`config.mk`:
```
export PLATFORM = sky130hd
export DESIGN_NAME = bmhq_cell
export DESIGN_NICKNAME = d
export VERILOG_FILES = /design/src/rtl/bmhq_pkg.sv /design/src/rtl/bmhq_cell.sv
export SDC_FILE = /design/constraint.sdc
export NUM_CORES = 1
export LEC_CHECK = 0
export BUFFER_PORTS_ARGS = -buffer_cell sky130_fd_sc_hd__buf_2
export CAP_MARGIN = 10
export CORE_MARGIN = 2
export CORE_UTILIZATION = 45
export DETAILED_ROUTE_END_ITERATION = 12
export PLACE_DENSITY = 0.92
export SLEW_MARGIN = 20
export SYNTH_ARGS = -nofsm -noshare
export SYNTH_HDL_FRONTEND = slang
export SYNTH_SLANG_ARGS = --single-unit
```
`constraint.sdc`:
```
create_clock -name i_clk -period 3.7 [get_ports i_clk]
set_clock_uncertainty 0.05 [all_clocks]
set_input_delay 0.555 -clock i_clk [delete_from_list [all_inputs] [get_ports i_clk]]
set_output_delay 0.555 -clock i_clk [all_outputs]
set_load 0.01 [all_outputs]
```
`src/rtl/bmhq_pkg.sv`:
```
// Package for the binary max-heap priority queue.
// Holds the widths, command and status codes, state type and the structs
// passed along the row of cells. Depends on nothing.
`timescale 1ns / 1ps
`default_nettype none

package bmhq_pkg;

    localparam int CAPACITY_DEF = 64;
    localparam int KEY_W        = 32;
    localparam int CMD_W        = 2;
    localparam int ENTRIES_W    = 7;
    localparam int STATUS_W     = 2;

    localparam logic [CMD_W-1:0] CMD_INSERT = 2'd0;
    localparam logic [CMD_W-1:0] CMD_DELETE = 2'd1;
    localparam logic [CMD_W-1:0] CMD_PEEK   = 2'd2;

    localparam logic [STATUS_W-1:0] STAT_OK    = 2'd0;
    localparam logic [STATUS_W-1:0] STAT_EMPTY = 2'd1;
    localparam logic [STATUS_W-1:0] STAT_FULL  = 2'd2;

    typedef enum logic {
        ST_IDLE,
        ST_EXEC
    } t_state;

    // Operation broadcast to every cell of the row.
    typedef struct packed {
        logic                    ins;
        logic                    del;
        logic signed [KEY_W-1:0] key;
    } t_cell_op;

    // What a cell shows to its neighbours.
    typedef struct packed {
        logic                    valid;
        logic                    ge;
        logic signed [KEY_W-1:0] value;
    } t_link;

endpackage

`default_nettype wire

```
`src/rtl/bmhq_cell.sv`:
```
// One cell of the sorted row: holds one key and its valid bit.
// Depends on bmhq_pkg for the operation and neighbour link structs.
`timescale 1ns / 1ps
`default_nettype none

module bmhq_cell (
    input  wire                    i_clk,
    input  wire                    i_rst_n,
    input  bmhq_pkg::t_cell_op     i_op,
    input  bmhq_pkg::t_link        i_left,
    input  bmhq_pkg::t_link        i_right,
    output bmhq_pkg::t_link        o_link
);

    logic                             r_valid;
    logic                             n_valid;
    logic signed [bmhq_pkg::KEY_W-1:0] r_value;
    logic signed [bmhq_pkg::KEY_W-1:0] n_value;
    logic                             w_ge;

    assign w_ge = r_valid && ($signed(r_value) >= $signed(i_op.key));

    always_comb begin
        o_link.valid = r_valid;
        o_link.ge    = w_ge;
        o_link.value = r_value;
    end

    // On a delete the row shifts towards the head; on an insert every cell
    // below the new key takes the key or its left neighbour's entry.
    always_comb begin
        n_valid = r_valid;
        n_value = r_value;
        if (i_op.del) begin
            n_valid = i_right.valid;
            n_value = i_right.value;
        end else if (i_op.ins && !w_ge) begin
            if (i_left.ge) begin
                n_valid = 1'b1;
                n_value = i_op.key;
            end else begin
                n_valid = i_left.valid;
                n_value = i_left.value;
            end
        end
    end

    always_ff @(posedge i_clk) begin
        if (!i_rst_n) begin
            r_valid <= 1'b0;
        end else begin
            r_valid <= n_valid;
        end
    end

    always_ff @(posedge i_clk) begin
        r_value <= n_value;
    end

endmodule

`default_nettype wire

```
# [Word level (Yosys, flattened, before mapping)]
# Cells that the tools add are included.
[totals] inputBits=104 regBits=33 output_inout_bits=34
[classes] n_reduce_logical=4 magnitude_cmp=1 muxes=6
[ops] operator="32-bit 2-to-1 mux" count=3
[ops] operator="32-bit >= comparator" count=1
[ops] operator="1-bit 2-to-1 mux" count=3
[ops] operator="1-bit logical AND" count=2
[ops] operator="2-bit nonzero test" count=1
[ops] operator="1-bit logical NOT" count=1

# [Logic depth before layout (Yosys ltp)]
# Gate-level depths: netlist of run 1.
[depth] word_depth=6 mapped_depth=9

# [Least setup slack after synthesis of run 1]
# Ideal clock, no wire load.
[synth_timing] path_kind="in2reg" start="input i_op[25] in the netlist's numbering" end="register r_value[0] in the netlist's numbering (enable)" required_ns=3.254 stages=8 arrival_time_ns=2.938 setup_slack_ns=0.316 cell_sequence="inv_1 > ha_1 > a21o_1 > a221o_1 > a211oi_2 > o22ai_1 > a211oi_2 > a311o_1"
[synth_via] elab_chain_cells=5
[synth_rtl] element="start: declaration" line="bmhq_cell.sv:9" text="input bmhq_pkg::t_cell_op i_op,"
[synth_rtl] element="32-bit >= comparator" line="bmhq_cell.sv:21" text="assign w_ge = r_valid && ($signed(r_value) >= $signed(i_op.key));"
[synth_rtl] element="1-bit logical AND" line="bmhq_cell.sv:21"
[synth_rtl] element="1-bit logical NOT" line="bmhq_cell.sv:37" text="end else if (i_op.ins && !w_ge) begin"
[synth_rtl] element="1-bit logical AND" line="bmhq_cell.sv:37"
[synth_rtl] element="2-bit nonzero test (no source line)"
[synth_rtl] element="end signal: assignment" line="bmhq_cell.sv:57" text="r_value <= n_value;"
[synth_rtl] element="end: declaration" line="bmhq_cell.sv:17" text="logic signed [bmhq_pkg::KEY_W-1:0] r_value;"
# Every way passes these cells.
# A chain may end at the register's enable or synchronous reset.

==> results of run 1 <==
power by group:
part	internal (mW)	total [mW]	leakage [nW]	switching (mW)
combinational	0.161	0.346	1.40	0.185
sequential	0.471	0.497	0.343	0.0256
clock	0.127	0.246	0.0387	0.120
total	0.759	1.09	1.78	0.330
worst paths after layout:
check                   start     endpoint  slack, ns  depth (start not counted)
setup / recovery     i_op[25]   o_link[32]       0.60                         10
setup reg to reg  r_value[25]  r_value[31]       0.93                          8
hold reg to reg       r_valid      r_valid       0.48                          2
hold / removal        i_rst_n      r_valid       0.47                          3
kinds of logic (layout without fill, tap and decap cells):
group / after synthesis / after routing / share of synthesized area
AOI/OAI and AO/OA: 61 / 61 / 0.143
and+or+nand+nor: 59 / 59 / 0.108
buffers and inverters: 47 / 180 / 0.0744
DFF: 33 / 33 / 0.389
adders and majority gates: 32 / 32 / 0.159
muxes: 32 / 32 / 0.127
cell type report:
cell class                      count  area share
Multi-Input combinational cell    184       0.407
Clock inverter                      1     0.00113
Clock buffer                        6      0.0218
Tap cell                           72      0.0270
Timing Repair Buffer              139       0.211
Inverter                           34      0.0383
Sequential cell                    33       0.294
placed cells by master (no fill, tap or decap), types with 2 or more instances in the layout:
cell type / instances
inv_1: 34
a21oi_1: 12
a221o_1: 2
and4_1: 4
buf_2: 136
nand2_1: 37
nand4_1: 4
nor2_1: 3
a221oi_1: 2
edfxtp_1: 32
clkbuf_8: 5
a21o_1: 2
nor2b_1: 2
buf_4: 3
o21ai_0: 35
ha_1: 32
a211oi_2: 2
mux2i_1: 32
nand3_1: 5
state kept, by name (all words and copies together) (netlist names):
signal / flops
r_value: 32
r_valid: 1
through the flow:
step,worst slack [ns],hold WS [ns],std cells,power [mW],area (sq um)
final,0.596,0.471,469,1.09,3330
after global routing,0.459,0.472,469,1.17,3330
after CTS,0.565,0.464,469,1.10,3330
after detailed placement,0.568,0.473,462,0.854,3260
after global placement,0.603,0.452,462,0.832,3260
after floorplan,0.316,0.435,264,0.700,2520
routing by layer:
metal / global-route usage / vias up
met3: 0.0477 / 2
met1: 0.229 / 1088
met2: 0.382 / 82
met5: 0 / -
li1: - / 1214
met4: 0.0517 / 0
worst max-delay path: stages:
cell and delay, ns:
buf_2 0.09, inv_1 0.04, ha_1 0.31, a21o_1 0.19, a221o_1 0.34, a211oi_2 0.28, o22ai_1 0.12, a211oi_2 0.28
a21boi_0 0.13, buf_2 0.16
==> impl_metrics.env, run 1 <==
export IMPL_status="finished, final reports clean"
export IMPL_finalHoldViolCount=0
export IMPL_antenna_found_initial=0
export IMPL_place_gp_congestion=0.734
export IMPL_cts_buffers_inserted=5
export IMPL_holdCritPathClass="in2reg"
export IMPL_fin_crit_ns=3.10
export IMPL_ir_worst_vdd_v=0.000233
export IMPL_die_w_microns=78.9
export IMPL_antennaDiodeCount=0
export IMPL_regArea_sq_um=981
export IMPL_synth_edf_count=32
export IMPL_htreeDepth=2
export IMPL_grt_max_degree=69
export IMPL_die_area_sq_mm=0.00622
export IMPL_worstPathRequired_ns=3.09
export IMPL_initial_core_util=0.461
export IMPL_multi_input_area_sq_mm=0.00136
export IMPL_slew_headroom=0.344
export IMPL_grt_usage=0.202
export IMPL_drc=0
export IMPL_cts_sinks=33
export IMPL_yosys_area_top_type="edfxtp_1"
export IMPL_hold_buffers=0
export IMPL_synth_area_leaders="edfxtp_1 (38%), ha_1 (16%), mux2i_1 (13%), o21ai_0 (6.9%), nand2_1 (5.5%)"
export IMPL_synth_common_cells="nand2_1 (37), o21ai_0 (35), inv_1 (34)"
export IMPL_globalRouteOverflowTotal=0
export IMPL_io_pins=138
export IMPL_dr_pass1_iters=4
export IMPL_syn_to_final_growth_pct=32.1
export IMPL_path_max_fanout=3
export IMPL_layout_nets=533
export IMPL_drv_cap=0
export IMPL_detailroute_wirelength_met3_microns=395
export IMPL_ys_seq_elements=33
export IMPL_utilization=0.609
export IMPL_syn_inst=264
export IMPL_wirelength_mm=6.28
export IMPL_core_area_sq_mm=0.00547
export IMPL_rows=27
export IMPL_drt_vias_per_instance=5.09
export IMPL_rsz0062_at_grt="no"
export IMPL_grt_pass1_wl_mm=10.0
export IMPL_wl_met1_mm=2.59
export IMPL_drt_iter0_drc=74
export IMPL_ys_warn_count=0
export IMPL_cts_root_buffer="clkbuf_8"
export IMPL_cts_resized=0
export IMPL_wl_met2_mm=3.26
export IMPL_path_clk_slew_ns=0.06
export IMPL_port_buffers=136
export IMPL_yosysMostFrequentCell="nand2_1"
export IMPL_fillers=502
export IMPL_cts_buffer_depth=2
export IMPL_clock_latency_ns=0.27
export IMPL_drive_gt1_frac=0.370
export IMPL_max_freq_mhz=322
export IMPL_yosysSeqAreaShare=0.389
export IMPL_netlist_area_sq_mm=0.00252
export IMPL_fin_crit_sh=0.839
export IMPL_synthArstFlopShare=0
export IMPL_highest_layer="met4"
export IMPL_ys_flop_type="edfxtp_1"
export IMPL_dp_hpwl_mm=5.21
export IMPL_syn_num_nets=400
export IMPL_dieHeight_microns=78.9
export IMPL_critPathCaptureType="output pin"
export IMPL_synth_cell_types=30
export IMPL_ant_nets=0
export IMPL_vias=2386
export IMPL_worst_slew_pin_slew_ns=0.984
export IMPL_setup_worst_path_start_class="primary input"
export IMPL_grt_pass1_vias=2338
export IMPL_power_leakage_nw=1.78
export IMPL_detail_route_wl_per_cell_microns=13.4
export IMPL_fin_tns_setup_ns=0
export IMPL_post_cts_buffers=0
export IMPL_drv_slew=0
export IMPL_worstSetupPathType="in2out"
export IMPL_power_density_mw_per_mm2=327
export IMPL_setup_violations_final=0
export IMPL_tritoncts="built"
export IMPL_yosysTopAreaCellShare=0.381
export IMPL_arrival_ns=2.50
export IMPL_syn_avg_cell_area_sq_um=9.55
Power figures use the tool's default switching activity.
==> inputs of run 2 (changes only) <==
clock period = 3.2 ns   (was 3.7 ns; I/O delays follow)
==> impl_metrics.env, run 2 (synthesis gave the netlist of run 1 again) <==
export IMPL_grt_usage=0.207
export IMPL_cts_sinks=33
export IMPL_core_area_sq_mm=0.00547
export IMPL_cts_buffer_depth=2
export IMPL_power_density_mw_per_mm2=380
export IMPL_wirelength_mm=6.32
export IMPL_grt_pass1_wl_mm=10.2
export IMPL_hold_buffers=0
export IMPL_arrival_ns=2.46
export IMPL_power_leakage_nw=1.80
export IMPL_rr_endpoint="r_value[6]"
export IMPL_slew_headroom=0.638
export IMPL_grt_max_degree=38
export IMPL_layout_commonest_cell="buf_2"
export IMPL_htreeDepth=2
export IMPL_syn_to_final_growth_pct=33.7
export IMPL_ant_nets=0
export IMPL_post_cts_buffers=0
export IMPL_clock_latency_ns=0.29
export IMPL_dp_hpwl_mm=5.26
export IMPL_port_buffers=136
export IMPL_top_regs="r_value x32, r_valid x1"
export IMPL_drv_slew=0
export IMPL_die_w_microns=78.9
export IMPL_largest_reg_flops=32
export IMPL_endpoint="o_link[32]"
export IMPL_place_gp_congestion=0.753
export IMPL_dieHeight_microns=78.9
export IMPL_r2r_setup_slack_ns=0.51
export IMPL_layout_common_cells="buf_2 (136), nand2_1 (37), o21ai_0 (35)"
export IMPL_fin_crit_sh=0.934
export IMPL_detail_route_wl_per_cell_microns=13.4
export IMPL_layout_nets=534
export IMPL_io_pins=138
export IMPL_fin_tns_setup_ns=0
export IMPL_worst_slack_ns=0.210
export IMPL_worst_slew_pin_slew_ns=0.543
export IMPL_cts_root_buffer="clkbuf_8"
export IMPL_regToRegStartpoint="r_value[25]"
export IMPL_grt_pass1_vias=2415
export IMPL_rows=27
export IMPL_antennaDiodeCount=0
export IMPL_worstPathRequired_ns=2.67
export IMPL_critPathCaptureType="output pin"
export IMPL_fin_crit_ns=2.99
export IMPL_worstSetupPathType="reg2out"
export IMPL_dr_pass1_iters=4
export IMPL_tritoncts="built"
export IMPL_top_register="r_value"
export IMPL_pre_cts_slack_ns=0.243
export IMPL_design_area_sq_mm=0.00337
export IMPL_status="finished, final reports clean"
export IMPL_drc=0
export IMPL_rsz0062_at_grt="no"
export IMPL_setup_worst_path_start_class="flip-flop"
export IMPL_globalRouteOverflowTotal=0
export IMPL_path_clk_slew_ns=0.07
export IMPL_worstRegToRegCells=8
export IMPL_drv_cap=0
export IMPL_cts_buffers_inserted=5
export IMPL_ir_worst_vdd_v=0.000259
export IMPL_holdCritPathClass="in2reg"
export IMPL_cts_resized=0
export IMPL_drive_gt1_frac=0.376
export IMPL_die_area_sq_mm=0.00622
export IMPL_drt_vias_per_instance=5.08
export IMPL_setup_violations_final=0
export IMPL_path_max_fanout=3
export IMPL_max_freq_mhz=334
export IMPL_drt_iter0_drc=55
export IMPL_finalHoldViolCount=0
export IMPL_crit_path_start="r_value[25]"
export IMPL_antenna_found_initial=0
export IMPL_dpl_instance_area_sq_mm=0.00329
export IMPL_initial_core_util=0.461
export IMPL_vias=2392
==> run 2: changes by cell type in the layout (fill, tap and decap cells not counted), sizes merged <==
cell,delta
clkinv,+1
buf,+1
==> run 2: worst max-delay path, cell delays in order, from the launching register on <==
cell and delay [ns]:
edfxtp_1 0.39, ha_1 0.30, a21o_1 0.18, a221o_1 0.33, a211oi_2 0.28, o22ai_1 0.12, a211oi_2 0.29, a21boi_0 0.12
buf_2 0.16
==> run 2: through the flow <==
step           hold slack (ns)  instances   util  power [mW]
2_1_floorplan            0.435        264      -       0.808
3_3_place_gp             0.455        463  0.601       0.971
3_5_place_dp             0.458        463  0.601       0.995
4_1_cts                  0.353        471  0.616        1.30
5_1_grt                  0.366        471  0.616        1.37
6_report                 0.364        471  0.616        1.28
==> run 2: per-layer routing <==
| layer | wire length, microns | up-vias | GRT usage |
|---|---|---|---|
| met5 | 0 | - | 0 |
| li1 | - | 1215 | - |
| met2 | 3410 | 76 | 0.406 |
| met3 | 387 | 8 | 0.0466 |
| met1 | 2430 | 1093 | 0.221 |
| met4 | 88 | 0 | 0.0569 |
==> run 2: how the worst min path moves through the flow <==
| stage | slack [ns] | cells past startpoint | start | endpoint |
|---|---|---|---|---|
| 3_5_place_dp | 0.46 | 2 | r_valid | r_valid |
| 5_1_grt | 0.37 | 3 | i_rst_n | r_valid |
| 2_1_floorplan | 0.43 | 2 | r_valid | r_valid |
| 3_3_place_gp | 0.45 | 2 | r_valid | r_valid |
| 6_report | 0.36 | 3 | i_rst_n | r_valid |
| 4_1_cts | 0.35 | 3 | i_rst_n | r_valid |
==> run 2: power by group <==
| part | switching, mW | internal [mW] |
|---|---|---|
| Combinational | 0.213 | 0.193 |
| Sequential | 0.0295 | 0.544 |
| Clock | 0.151 | 0.151 |
| Total | 0.394 | 0.888 |
==> run 2: final cells by class <==
| cell class | count | area, sq um |
|---|---|---|
| inverter | 34 | 128 |
| sequential | 33 | 981 |
| fill | 479 | 2100 |
| timing repair buffer | 140 | 736 |
| multi-input combinational | 184 | 1360 |
| clock buffer | 6 | 72.6 |
| tap | 72 | 90.1 |
| clock inverter | 2 | 10.0 |
